$ cat src/life_rule_row_stream_defines.svh
// Assertion macros for the RTL of the Life row stream.
// Each macro expects clk and rst_n to be visible where it is used.
`ifndef LIFE_RULE_ROW_STREAM_DEFINES_SVH
`define LIFE_RULE_ROW_STREAM_DEFINES_SVH

`ifndef SYNTHESIS

`define LRS_ASSERT_ALWAYS(lbl, cond, msg) \
  lbl: assert property (@(posedge clk) disable iff (!rst_n) (cond)) else $error(msg);

`define LRS_ASSERT_IMPL(lbl, ante, cons, msg) \
  lbl: assert property (@(posedge clk) disable iff (!rst_n) (ante) |-> (cons)) else $error(msg);

`define LRS_ASSERT_NEXT(lbl, ante, cons, msg) \
  lbl: assert property (@(posedge clk) disable iff (!rst_n) (ante) |=> (cons)) else $error(msg);

`else

`define LRS_ASSERT_ALWAYS(lbl, cond, msg)

`define LRS_ASSERT_IMPL(lbl, ante, cons, msg)

`define LRS_ASSERT_NEXT(lbl, ante, cons, msg)

`endif

`endif

$ cat src/lrs_pkg.sv
`default_nettype none

package lrs_pkg;

  localparam int WORD_CELLS    = 32;
  localparam int MAX_ROW_WORDS = 64;
  localparam int ROW_CELLS_W   = 12;
  localparam int COL_W         = 6;
  localparam int POS_W         = 5;
  localparam int NCELL_W       = 6;

  localparam logic [ROW_CELLS_W-1:0] MAX_ROW_CELLS =
    ROW_CELLS_W'(MAX_ROW_WORDS * WORD_CELLS);

  typedef logic [WORD_CELLS-1:0] word_t;
  typedef word_t [2:0]           triple_t;
  typedef logic [COL_W-1:0]      col_t;
  typedef logic [NCELL_W-1:0]    ncell_t;

  // One bit of each of the three rows at the given cell position.
  function automatic logic [2:0] pick_bits(input triple_t w, input logic [POS_W-1:0] pos);
    return {w[2][pos], w[1][pos], w[0][pos]};
  endfunction

  // Next generation of the first n cells of a word (n is 1 to 32). The left and right
  // arguments hold the outer neighbor cell of each of the three rows.
  function automatic word_t gen_word(input triple_t w, input logic [2:0] left,
                                     input logic [2:0] right, input ncell_t n);
    logic [WORD_CELLS+1:0] ext [3];
    word_t                 mask;
    word_t                 res;
    ncell_t                np1;
    logic [3:0]            cnt;
    mask = (n >= NCELL_W'(WORD_CELLS)) ? '1 : ((WORD_CELLS'(1) << n) - WORD_CELLS'(1));
    np1  = n + NCELL_W'(1);
    for (int r = 0; r < 3; r++) begin
      ext[r] = (WORD_CELLS+2)'(left[r])
             | ((WORD_CELLS+2)'(w[r] & mask) << 1)
             | ((WORD_CELLS+2)'(right[r]) << np1);
    end
    res = '0;
    for (int i = 0; i < WORD_CELLS; i++) begin
      cnt = 4'(ext[0][i]) + 4'(ext[0][i+1]) + 4'(ext[0][i+2])
          + 4'(ext[1][i]) + 4'(ext[1][i+2])
          + 4'(ext[2][i]) + 4'(ext[2][i+1]) + 4'(ext[2][i+2]);
      res[i] = (cnt == 4'd3) || (ext[1][i+1] && (cnt == 4'd2));
    end
    return res & mask;
  endfunction

endpackage

`default_nettype wire

$ cat src/lrs_in_if.sv
`default_nettype none

interface lrs_in_if;
  import lrs_pkg::*;

  logic  valid;
  logic  ready;
  word_t above_word;
  word_t centre_word;
  word_t below_word;

  modport source (output valid, output above_word, output centre_word, output below_word,
                  input ready);
  modport sink (input valid, input above_word, input centre_word, input below_word,
                output ready);
endinterface

`default_nettype wire

$ cat src/lrs_out_if.sv
`default_nettype none

interface lrs_out_if;
  import lrs_pkg::*;

  logic  valid;
  logic  ready;
  col_t  word_column;
  word_t next_word;
  logic  run_last;

  modport source (output valid, output word_column, output next_word, output run_last,
                  input ready);
  modport sink (input valid, input word_column, input next_word, input run_last,
                output ready);
endinterface

`default_nettype wire

$ cat src/life_rule_row_stream.sv
// Life row stream: next generation (birth on 3, survival on 2 or 3) of one grid row,
// 32 packed cells per word, with horizontal wrap over row_cells cells.
// in_chan: one transaction per word column, in column order, carrying the above, centre
//   and below row words. The host supplies the vertical wrap rows itself.
// out_chan: next-generation words with their word column. Word 0 is held back until the
//   row ends; column k delivers word k-1, and the last column of the row delivers up to
//   three words (k-1, k, then 0). run_last marks the last word of one input transaction.
// cfg_wr_en/cfg_wr_data: row width in cells; write it only while the block is idle.
// Each result passes through the input register and then the result buffer.
// Throughput: one input transaction per cycle while each yields at most one word and the
//   receiver is ready; a row-end transaction's words leave one at a time by the single output port.
// A stalled receiver fills the result buffer, then the input register, then drops
//   in_chan.ready; nothing is lost.
// Reset (rst_n low at a clock edge) empties both stages, returns to word column 0 and
// sets the row width to 2048 cells.
`default_nettype none

module life_rule_row_stream (
  input  logic                            clk,
  input  logic                            rst_n,
  input  logic                            cfg_wr_en,
  input  logic [lrs_pkg::ROW_CELLS_W-1:0] cfg_wr_data,
  lrs_in_if.sink                          in_chan,
  lrs_out_if.source                       out_chan
);
  import lrs_pkg::*;

  `include "life_rule_row_stream_defines.svh"

  // Row geometry, kept in derived form.
  col_t                   last_col_r;
  ncell_t                 nlast_r;
  logic [ROW_CELLS_W-1:0] cfg_rc;
  logic [ROW_CELLS_W-1:0] cfg_rc_m1;
  col_t                   cfg_last_col;
  ncell_t                 cfg_nlast;

  // Input register.
  logic    stg_vld_r;
  triple_t stg_r;

  // Row state.
  col_t       col_cnt_r;
  triple_t    prev_r;
  triple_t    first_r;
  logic [2:0] ppr_r;
  logic [2:0] slb_r;

  // Result buffer: up to three words per input transaction.
  logic [2:0] slot_vld_r;
  col_t       slot_col_r [3];
  word_t      slot_word_r [3];

  col_t       k;
  logic       is_last;
  logic       one_word;
  logic [2:0] cur_left;
  logic [2:0] cur_end;
  logic [2:0] slb_eff;
  word_t      word_a;
  word_t      word_b;
  word_t      word_c;
  logic [2:0] new_vld;
  logic [1:0] sel_idx;
  logic [2:0] sel_oh;
  logic [2:0] remain;
  logic       take;
  logic       buf_free;
  logic       adv;
  logic       in_acc;

  always_comb begin
    if (cfg_wr_data == '0) begin
      cfg_rc = ROW_CELLS_W'(1);
    end else if (cfg_wr_data > MAX_ROW_CELLS) begin
      cfg_rc = MAX_ROW_CELLS;
    end else begin
      cfg_rc = cfg_wr_data;
    end
    cfg_rc_m1    = cfg_rc - ROW_CELLS_W'(1);
    cfg_last_col = COL_W'(cfg_rc_m1 >> POS_W);
    cfg_nlast    = NCELL_W'(cfg_rc - {cfg_last_col, {POS_W{1'b0}}});
  end

  always_comb begin
    k        = (col_cnt_r > last_col_r) ? last_col_r : col_cnt_r;
    is_last  = (k == last_col_r);
    one_word = (last_col_r == '0);
    cur_left = pick_bits(stg_r, POS_W'(0));
    cur_end  = pick_bits(stg_r, POS_W'(nlast_r - NCELL_W'(1)));
    // Column 1 records its left bits in the same step that may close a two-word row.
    slb_eff  = (k == COL_W'(1)) ? cur_left : slb_r;
    word_a   = gen_word(prev_r, ppr_r, cur_left, NCELL_W'(WORD_CELLS));
    word_b   = gen_word(stg_r,
                        one_word ? cur_end : pick_bits(prev_r, POS_W'(WORD_CELLS - 1)),
                        one_word ? cur_left : pick_bits(first_r, POS_W'(0)),
                        nlast_r);
    word_c   = gen_word(first_r, cur_end, slb_eff, NCELL_W'(WORD_CELLS));
    new_vld  = {is_last && !one_word, is_last, k >= COL_W'(2)};
  end

  always_comb begin
    priority if (slot_vld_r[0]) begin
      sel_idx = 2'd0;
    end else if (slot_vld_r[1]) begin
      sel_idx = 2'd1;
    end else begin
      sel_idx = 2'd2;
    end
    sel_oh   = slot_vld_r & (~slot_vld_r + 3'd1);
    remain   = slot_vld_r & ~sel_oh;
    take     = out_chan.valid && out_chan.ready;
    buf_free = (slot_vld_r == '0) || (take && (remain == '0));
    adv      = stg_vld_r && buf_free;
    in_acc   = in_chan.valid && in_chan.ready;
  end

  assign in_chan.ready        = !stg_vld_r || adv;
  assign out_chan.valid       = |slot_vld_r;
  assign out_chan.word_column = slot_col_r[sel_idx];
  assign out_chan.next_word   = slot_word_r[sel_idx];
  assign out_chan.run_last    = (remain == '0);

  always_ff @(posedge clk) begin
    if (!rst_n) begin
      last_col_r <= COL_W'(MAX_ROW_WORDS - 1);
      nlast_r    <= NCELL_W'(WORD_CELLS);
      stg_vld_r  <= 1'b0;
      col_cnt_r  <= '0;
      ppr_r      <= '0;
      slb_r      <= '0;
      slot_vld_r <= '0;
    end else begin
      if (cfg_wr_en) begin
        last_col_r <= cfg_last_col;
        nlast_r    <= cfg_nlast;
      end
      if (in_acc) begin
        stg_vld_r <= 1'b1;
      end else if (adv) begin
        stg_vld_r <= 1'b0;
      end
      if (adv) begin
        col_cnt_r  <= is_last ? '0 : k + COL_W'(1);
        ppr_r      <= pick_bits(prev_r, POS_W'(WORD_CELLS - 1));
        if (k == COL_W'(1)) begin
          slb_r <= cur_left;
        end
        slot_vld_r <= new_vld;
      end else if (take) begin
        slot_vld_r <= remain;
      end
    end
  end

  always_ff @(posedge clk) begin
    if (in_acc) begin
      stg_r <= {in_chan.below_word, in_chan.centre_word, in_chan.above_word};
    end
    if (adv) begin
      prev_r <= stg_r;
      if (k == '0) begin
        first_r <= stg_r;
      end
      slot_col_r[0]  <= k - COL_W'(1);
      slot_word_r[0] <= word_a;
      slot_col_r[1]  <= k;
      slot_word_r[1] <= word_b;
      slot_col_r[2]  <= '0;
      slot_word_r[2] <= word_c;
    end
  end

  `LRS_ASSERT_ALWAYS(a_slot_order, !(slot_vld_r[2] && slot_vld_r[0]) || slot_vld_r[1], "slot gap")
  `LRS_ASSERT_NEXT(a_row_wrap, adv && is_last, col_cnt_r == '0, "no wrap at row end")
  `LRS_ASSERT_NEXT(a_more_words, take && !out_chan.run_last, out_chan.valid, "words lost")
  `LRS_ASSERT_NEXT(a_stage_hold, stg_vld_r && !adv, stg_vld_r && $stable(stg_r), "stage changed")

endmodule

`default_nettype wire
$ cat src/flat_wrapper.sv
// flat-port wrapper written by rule: the top's interface ports become plain ports
module life_rule_row_stream_flat import lrs_pkg::*;
  (clk, rst_n, cfg_wr_en, cfg_wr_data, in_chan_valid, in_chan_above_word, in_chan_centre_word, in_chan_below_word, in_chan_ready, out_chan_valid, out_chan_word_column, out_chan_next_word, out_chan_run_last, out_chan_ready);
  lrs_in_if in_chan_i ();
  lrs_out_if out_chan_i ();
  input  logic clk;
  input  logic rst_n;
  input  logic cfg_wr_en;
  input  logic [lrs_pkg::ROW_CELLS_W-1:0] cfg_wr_data;
  input wire logic [$bits(in_chan_i.valid)-1:0] in_chan_valid;
  input wire logic [$bits(in_chan_i.above_word)-1:0] in_chan_above_word;
  input wire logic [$bits(in_chan_i.centre_word)-1:0] in_chan_centre_word;
  input wire logic [$bits(in_chan_i.below_word)-1:0] in_chan_below_word;
  output wire logic [$bits(in_chan_i.ready)-1:0] in_chan_ready;
  output wire logic [$bits(out_chan_i.valid)-1:0] out_chan_valid;
  output wire logic [$bits(out_chan_i.word_column)-1:0] out_chan_word_column;
  output wire logic [$bits(out_chan_i.next_word)-1:0] out_chan_next_word;
  output wire logic [$bits(out_chan_i.run_last)-1:0] out_chan_run_last;
  input wire logic [$bits(out_chan_i.ready)-1:0] out_chan_ready;
  assign in_chan_i.valid = in_chan_valid;
  assign in_chan_i.above_word = in_chan_above_word;
  assign in_chan_i.centre_word = in_chan_centre_word;
  assign in_chan_i.below_word = in_chan_below_word;
  assign in_chan_ready = in_chan_i.ready;
  assign out_chan_valid = out_chan_i.valid;
  assign out_chan_word_column = out_chan_i.word_column;
  assign out_chan_next_word = out_chan_i.next_word;
  assign out_chan_run_last = out_chan_i.run_last;
  assign out_chan_i.ready = out_chan_ready;
  life_rule_row_stream u_core (.clk(clk), .rst_n(rst_n), .cfg_wr_en(cfg_wr_en), .cfg_wr_data(cfg_wr_data), .in_chan(in_chan_i), .out_chan(out_chan_i));
endmodule
$ cat config.mk
export PLATFORM = sky130hd
export DESIGN_NAME = life_rule_row_stream_flat
export DESIGN_NICKNAME = d
export VERILOG_FILES = /design/src/lrs_pkg.sv /design/src/lrs_in_if.sv /design/src/lrs_out_if.sv /design/src/life_rule_row_stream.sv /design/src/flat_wrapper.sv
export VERILOG_INCLUDE_DIRS = /design/src /design/src/src
export SDC_FILE = /design/constraint.sdc
export NUM_CORES = 1
export LEC_CHECK = 0
export ABC_AREA = 1
export BUFFER_PORTS_ARGS = -buffer_cell sky130_fd_sc_hd__buf_2
export CORE_UTILIZATION = 35
export DETAILED_ROUTE_END_ITERATION = 7
export SYNTH_ARGS = -nofsm -noshare
export SYNTH_HDL_FRONTEND = slang
export SYNTH_SLANG_ARGS = --single-unit
$ cat constraint.sdc
create_clock -name clk -period 9.95 [get_ports clk]
set_clock_uncertainty 0.1 [all_clocks]
set_input_delay 1.4925 -clock clk [delete_from_list [all_inputs] [get_ports clk]]
set_output_delay 1.4925 -clock clk [all_outputs]
set_load 0.01 [all_outputs]
After elaboration in Yosys (flattened, before gate mapping)
Memory sizes are Yosys's and may differ from the RTL's.
Cells that the tools add are included.
{ "word_totals": {"mem_bits_rw": 114, "register_bits": 316, "out_inout_bits": 41, "word_cells": 1159, "input_bits": 113, "mem_count": 2} }
{ "memory_table": {"columns": ["memory", "depth", "word_bits", "rd", "rd_ports_with_merged_regs", "write_ports", "line", "source"], "rows": [
  ["u_core.slot_word_r", 3, 32, 1, 0, 3, "life_rule_row_stream.sv:52", "word_t slot_word_r [3];"],
  ["u_core.slot_col_r", 3, 6, 1, 0, 3, "life_rule_row_stream.sv:51", "col_t slot_col_r [3];"]
]} }
{ "op_classes": {"mux": 22, "n_eq_ne": 194, "magnitude_cmp": 5, "n_addsub": 680, "bitwise": 26, "shift": 4, "reduce_logical": 210} }
{ "op_table": {"columns": ["op", "n"], "rows": [
  ["adder 4 x 1 -> 4 bit", 576],
  ["== test 4 x 2 -> 1 bit (second input constant)", 192],
  ["OR 34 bit", 9],
  ["OR 1 x 33 -> 33 bit", 6],
  ["adder 1 x 1 -> 2 bit", 96],
  ["bitwise AND 32 bit", 4],
  ["OR 1 x 34 -> 34 bit", 3],
  ["<< shifter 1 x 6 -> 34 bit", 3],
  ["logical AND 1 bit", 101],
  ["logical OR 1 bit", 98],
  ["two-way mux 32 bit", 1],
  ["<< shifter 1 x 6 -> 32 bit (first input constant)", 1],
  ["subtractor 32 x 1 -> 32 bit (second input constant)", 1],
  ["two-way mux 11 bit", 2],
  ["binary-select mux 1 bit (select 5 bit)", 3],
  ["two-way mux 3 bit", 5],
  ["adder 6 x 1 -> 6 bit (second input constant)", 2],
  ["greater-than comparator 12 bit (second input constant)", 1],
  ["logical NOT 12 bit", 1],
  ["logical NOT 6 bit", 2],
  ["two-way mux 6 bit", 2],
  ["subtractor 11 x 1 -> 11 bit (second input constant)", 1],
  ["two-way mux 1 bit", 7],
  ["bitwise AND 3 bit", 2],
  ["17 further kinds", 22]
]} }

Longest topological paths before layout
Gate-level depths: netlist of run 1.
{ "logic_depth": {"word_depth": 17, "depth_mapped": 30} }

Worst setup path before layout of run 1
OpenSTA, ideal clock, no wires.
{ "synth_path": {"path_type": "input port to flip-flop", "from": "input out_chan_ready", "to": "register u_core.first_r[0] (netlist name), enable pin", "arrival_time_ns": 8.520, "path_buffers": 1, "cell_stages": 7, "path_slack_ns": 0.778, "required_ns": 9.299, "path_cell_list": "nand2_1 > nand2_1 > inv_2 > nor2_4 > buf_2 > nand2_1 > nor2_1"} }
{ "synth_between": {"elab_chain_cells": 5} }
{ "synth_lines": {"columns": ["element", "line", "source"], "rows": [
  ["start: declaration", "flat_wrapper.sv:19", "input wire logic [$bits(out_chan_i.ready)-1:0] out_chan_ready;"],
  ["logical AND 1 bit", "life_rule_row_stream.sv:112", "take = out_chan.valid && out_chan.ready;"],
  ["logical AND 1 bit", "life_rule_row_stream.sv:113", "buf_free = (slot_vld_r == '0) || (take && (remain == '0));"],
  ["logical OR 1 bit", "life_rule_row_stream.sv:113", null],
  ["logical AND 1 bit", "life_rule_row_stream.sv:114", "adv = stg_vld_r && buf_free;"],
  ["named net u_core.adv", "life_rule_row_stream.sv:69", "logic adv;"],
  ["AND reduction 2 bit (no source line)", null, null],
  ["end signal: assignment", "life_rule_row_stream.sv:163", "first_r <= stg_r;"],
  ["end: declaration", "life_rule_row_stream.sv:45", "triple_t first_r;"]
]} }
The timed path passes the listed nets, and every way through them passes these cells.
A chain may end at the register's enable or synchronous reset.

==> flow_metrics.tcl, run 1 <==
set metrics [dict create \
    clk_pin_slew_ns 0.06 \
    min-delay-path-class "reg -> reg" \
    crit_slowest_cell "nor4_1" \
    htreeDepth 2 \
    yosys_warnings 0 \
    die_area_sq_mm 0.104 \
    firstDrtPassIters 7 \
    grt_setup_unrepaired "false" \
    crit_fanout 50 \
    cts_setup_buffers 0 \
    hpwl_mm 77.2 \
    fin_crit_sh_pct 65.6 \
    path_common_cell "inv_1" \
    maxSlewHeadroom_pct 21.8 \
    post-route-drc-count 0 \
    postCtsHoldBufs 0 \
    grt_max_degree 72 \
    fin_crit_ns 6.52 \
    min_path_cells 2 \
    reg2reg_depth 18 \
    cts_buffer_depth 3 \
    cts_inserted_buffers 53 \
    fin_tns_setup_ns 0 \
    antenna_found_initial 0 \
    grt_pass1_wl_mm 149 \
    drtAntennaViolNets 0 \
    ir_worst_vdd_mv 0.134 \
    routed_wl_mm 94.8 \
    pre_cts_ws_ns 3.52 \
    syn2layout_area_growth_pct 11.5 \
    overflow 0 \
    end_kind "flop" \
    cts_resized 0 \
    vias_per_cell 4.78 \
    status "finished, final reports clean" \
    cap_violations 0 \
    maxSlewViolCount 0 \
    cp.arrival_ns 6.82 \
    cp-start-kind "flop" \
    min_from "u_core.slot_vld_r[2]$_SDFFE_PN0P_" \
    cts_tree "done" \
    ios 154 \
    rows 117 \
    fin_area_sq_mm 0.0401 \
    drive_gt1_share_pct 9.58 \
    reg2reg_from "u_core.nlast_r[0]$_SDFFE_PN0P_" \
    design.core.area_sq_mm 0.102 \
    placed_cell_area_sq_mm 0.0383 \
    yosys_most_used_dff "edfxtp_1" \
    max_stage_delay_ns 0.98 \
    critPathKind "reg -> reg" \
    avgRoutedWirePerCell_um 17.8 \
    p_leak_nw 19.6 \
    worst_ep_required_time_ns 10.24 \
    synthCells 3760 \
    clock-root-buffer "clkbuf_16" \
    async_reset_ff_share_pct 0 \
    grt_pass1_vias 26100 \
    netlist_area_sq_mm 0.0360 \
    max_freq_mhz 153 \
    gp_congestion 0.990 \
    grt.total_usage_pct 18.7 \
    pwr_density_cell_mw_per_mm2 166 \
    ys_types 64 \
    io_buffer_count 153 \
    die_h_um 323 \
    worst_skew_pair.late_latency_ns 0.64 \
    clkSinkCount 424 \
    final_nets 4726 \
    ys_seq_area_share_pct 34.6 \
    die_x_um 323 \
    synth_seq_cells 424 \
    tightest_slew_ns 1.17 \
    initial_core_util_pct 35.3 \
    finalHoldViolCount 0 \
    setup_viol 0 \
    drtIter0Drc 1636 \
    whs_ns 0.382 \
    fin_ws_ns 3.43 \
    syn_area_per_cell_sq_um 9.58 \
    syn-num-nets 4564 \
    synth-edff-count 396 \
    worstPathCellList "buf_4, inv_1, buf_4, ha_1, inv_1, buf_4, nor4_1, a22oi_1, fa_1, inv_1, fa_1, inv_1, fa_1, fa_1, a21oi_1, o211a_1, nand2_1, inv_1" \
    crit_path_start "u_core.nlast_r[0]$_SDFFE_PN0P_" \
    vias 25500 \
]
sequential cells by signal, summed over array words and instances (netlist names):
name	cells
u_core.last_col_r	6
u_core.ppr_r	3
u_core.slot_vld_r	3
u_core.first_r	96
u_core.nlast_r	6
u_core.stg_vld_r	1
u_core.slot_word_r	96
u_core.prev_r	96
u_core.slot_col_r	12
u_core.col_cnt_r	6
u_core.stg_r	93
u_core.cur_left	3
u_core.slb_r	3
synthesized netlist by cell type, types with 33 or more instances:
cell type  count  area share [%]
nand3_1      176             2.4
ha_1         308              11
nand2_1      496             5.2
a2111oi_0     54             1.3
a21oi_1      129             1.8
fa_1         383              21
nor3_1        91             1.3
o21ai_0       77             1.1
a22oi_1       33            0.69
nor2_1       196             2.0
edfxtp_1     396              33
inv_1       1058              11
worst max-delay path, delay by kind of cell, from the launching register on:
family / cells / cell delay [ns]
AOI/OAI and AO/OA: 3 / 0.61
adders and majority gates: 5 / 2.44
buffers and inverters: 8 / 1.47
DFF: 1 / 0.58
and+or+nand+nor: 2 / 1.04
metrics by stage:
stage	std cells	util, %	total power [mW]
6_report	5336	39.4	6.66
5_1_grt	5335	39.4	7.23
4_1_cts	5335	39.4	6.75
3_5_place_dp	5235	37.6	4.70
3_3_place_gp	5235	37.6	4.59
2_1_floorplan	3760	-	4.08
power breakdown:
part           total [mW]  internal [mW]  switching (mW)
Clock                2.01           1.21           0.807
Combinational        2.36          0.965            1.40
Sequential           2.28           2.16           0.118
Total                6.66           4.33            2.32
cells in the final DEF (no fill, tap or decap), types with 5 or more instances in the layout:
cell	netlist	routed
a21oi_1	129	129
a21boi_0	6	6
ha_1	308	308
nor2_1	196	195
o22ai_2	5	5
dfxtp_1	28	26
nor2_2	11	11
o21ai_1	10	10
fa_1	383	383
o22ai_1	17	17
nor2_4	10	11
nor3_1	91	91
edfxtp_1	396	396
nand3_1	176	176
xor2_1	9	9
clkinv_2	0	11
nand4_1	17	17
a31oi_1	14	14
a211oi_1	24	24
nand2_4	9	9
a2111oi_0	54	54
a22o_1	8	8
inv_1	1058	1056
bufinv_16	0	8
o211ai_1	11	11
clkbuf_16	0	55
o21ai_0	77	77
nor4_1	5	5
clkinv_1	1	18
buf_2	13	153
nand2_1	496	496
nand3_2	6	6
buf_4	2	15
a22oi_1	33	33
nand2_2	32	32
inv_2	28	29
per-layer routing:
metal,global-route usage [%],wire (um)
met4,4.20,1900
met3,2.80,4720
met5,0,0
met2,32.4,46700
met1,24.5,41500
kinds of logic (layout without fill, tap and decap cells):
| kind of cell | Yosys count | count (layout) | share of synthesized area (%) |
|---|---|---|---|
| other cells | 0 | 1 | 0 |
| xor+xnor | 17 | 17 | 0.528 |
| compound gates | 414 | 414 | 7.39 |
| simple gates | 1064 | 1064 | 13.4 |
| flops | 424 | 424 | 34.6 |
| buf+inv | 1150 | 1357 | 12.2 |
| fa+ha+maj | 691 | 691 | 32.0 |
path summary, 6_finish.rpt:
kind	end	slack, ns
max	u_core.slot_word_r[1][21]$_DFFE_PP_	3.43
min	u_core.slot_vld_r[2]$_SDFFE_PN0P_	0.38
max reg2reg	u_core.slot_word_r[1][21]$_DFFE_PP_	3.43
min reg2reg	u_core.slot_vld_r[2]$_SDFFE_PN0P_	0.38
final cells by class:
cell class / count / area, sq um
sequential: 424 / 12500
tap: 1368 / 1710
fill: 10200 / 61700
timing repair buffer: 168 / 878
clock buffer: 56 / 1380
clock inverter: 44 / 424
antenna: 1 / 2.50
multi-input combinational: 2186 / 19200
inverter: 1089 / 4100
No activity file was read; power rests on OpenSTA's default activity.
==> run 2: changes to the inputs <==
clock period = 6.26 ns   (was 9.95 ns; I/O delays follow)
==> run 2 against run 1 <==
Effect of this change:
- wire length is 0.25% higher
- sequential share of layout area about the same
- critical path type unchanged
- clock power is 46% higher
- critical endpoint is now u_core.slot_word_r[1][19]$_DFFE_PP_
- register-to-register slack lost 2.6 ns
==> flow_metrics.tcl, run 2 (same netlist as run 1, synthesis figures left out) <==
set metrics [dict create \
    cts_inserted_buffers 52 \
    drive_gt1_share_pct 9.64 \
    die_h_um 323 \
    final-seq-area_sq_mm 0.0125 \
    fillers 10100 \
    maxSlewViolCount 0 \
    p_leak_nw 19.6 \
    vias 25400 \
    worst_ep_required_time_ns 6.55 \
    avgRoutedWirePerCell_um 17.8 \
    cts_setup_buffers 0 \
    die_area_sq_mm 0.104 \
    ir_worst_vdd_mv 0.189 \
    cp-start-kind "flop" \
    grt_pass1_vias 26000 \
    routed_wl_mm 95.0 \
    grt_max_degree 108 \
    drtAntennaViolNets 0 \
    cp.arrival_ns 5.74 \
    fin_crit_sh_pct 87.0 \
    hpwl_mm 77.7 \
    postCtsHoldBufs 0 \
    grt.total_usage_pct 18.7 \
    vias_per_cell 4.76 \
    clock-root-buffer "clkbuf_16" \
    status "finished, final reports clean" \
    fin_crit_ns 5.45 \
    clk_pin_slew_ns 0.06 \
    reg2reg_from "u_core.nlast_r[0]$_SDFFE_PN0P_" \
    setup_viol 0 \
    finalHoldViolCount 0 \
    htreeDepth 2 \
    ios 154 \
    worst_skew_pair.late_latency_ns 0.63 \
    cts_resized 0 \
    multi_input_area_sq_mm 0.0192 \
    critPathKind "reg -> reg" \
    pwr_density_cell_mw_per_mm2 257 \
    min_from "in_chan_below_word[1]" \
    crit_path_start "u_core.nlast_r[0]$_SDFFE_PN0P_" \
    fin_tns_setup_ns 0 \
    die_x_um 323 \
    end_kind "flop" \
    crit_fanout 28 \
    max_freq_mhz 184 \
    gp_congestion 0.986 \
    initial_core_util_pct 35.3 \
    drtIter0Drc 1760 \
    cap_violations 0 \
    design.core.area_sq_mm 0.102 \
    antenna_found_initial 1 \
    final_nets 4741 \
    syn2layout_area_growth_pct 11.3 \
    reg_top3 "u_core.first_r: 96 flops, u_core.prev_r: 96 flops, u_core.slot_word_r: 96 flops" \
    maxSlewHeadroom_pct 36.8 \
    rows 117 \
    layout_commonest_cell "inv_1" \
    whs_ns 0.382 \
    post-route-drc-count 0 \
    n_antenna_cell 0 \
    grt_pass1_wl_mm 149 \
    final_cell_mix "inv_1 (1,056), nand2_1 (496), edfxtp_1 (396)" \
    grt_setup_unrepaired "false" \
    io_buffer_count 153 \
    firstDrtPassIters 7 \
    clkSinkCount 424 \
    cts_buffer_depth 3 \
    overflow 0 \
    cts_tree "done" \
    tightest_slew_ns 0.947 \
    min-delay-path-class "in -> reg" \
]
[run 2: cell count changes in the layout (fill, tap and decap cells not counted)]
cell        before  now
clkbuf_1         1   14
clkinv_2        11    6
inv_6            3    2
diode_2          1    0
clkinvlp_4       4    2
clkbuf_8         0    1
buf_4           15   30
clkbuf_16       55   53
clkinv_1        18   10
bufinv_16        8    4
buf_12           0    1
[run 2: worst paths after layout]
path | to | slack, ns | cells after the start
setup / recovery | u_core.slot_word_r[1][19]$_DFFE_PP_ | 0.81 | 23
hold / removal | u_core.stg_r[65]$_DFFE_PP_ | 0.38 | 1
setup reg to reg | u_core.slot_word_r[1][19]$_DFFE_PP_ | 0.81 | 23
hold reg to reg | u_core.slot_vld_r[2]$_SDFFE_PN0P_ | 0.38 | 2
[run 2: per-layer routing]
| layer | vias to the layer above | GRT usage [%] | part of all wire, % |
|---|---|---|---|
| li1 | 12300 | - | - |
| met1 | 12400 | 24.5 | 44 |
| met2 | 607 | 32.4 | 49 |
| met3 | 128 | 2.24 | 4.7 |
| met4 | 0 | 5.30 | 2.4 |
| met5 | - | 0 | 0 |
[run 2: metrics by stage]
| step | power [mW] | utilization, % | worst slack [ns] | cells | instance area [sq um] |
|---|---|---|---|---|---|
| finish | 10.3 | 39.3 | 0.814 | 5343 | 40100 |
| global route | 11.3 | 39.3 | 0.438 | 5343 | 40100 |
| detailed placement | 7.47 | 37.8 | 0.833 | 5251 | 38500 |
| global placement | 7.32 | 37.8 | 0.798 | 5251 | 38500 |
| floorplan | 6.48 | - | 0.0586 | 3760 | 36000 |
| CTS | 10.5 | 39.3 | 0.824 | 5343 | 40100 |
[run 2: final cells by class]
cell class / count / area share (%)
timing repair buffer: 184 / 2.52
clock buffer: 68 / 3.47
clock inverter: 24 / 0.562
inverter: 1089 / 10.2
multi-input combinational: 2186 / 47.9
tap: 1368 / 4.27
sequential: 424 / 31.1
[run 2: critical path: stages (launching register included)]
cell and delay, ns:
dfxtp_2 0.33, buf_4 0.30, ha_1 0.26, ha_1 0.23, inv_1 0.07, nor2_1 0.31
nand2_2 0.11, nand2_2 0.13, nor2_1 0.06, nand2_2 0.12, nor2_8 0.08, nand2_4 0.08
xor2_4 0.28, a22oi_1 0.34, fa_1 0.62, inv_1 0.05, fa_1 0.50, inv_1 0.05
fa_1 0.44, fa_1 0.40, o21ai_0 0.18, nor2_1 0.06, nand2_1 0.06, inv_1 0.03
[run 2: power by group]
part | switching [mW] | total [mW] | internal [mW]
logic | 2.24 | 3.77 | 1.54
registers | 0.180 | 3.61 | 3.43
clock network | 1.21 | 2.93 | 1.72
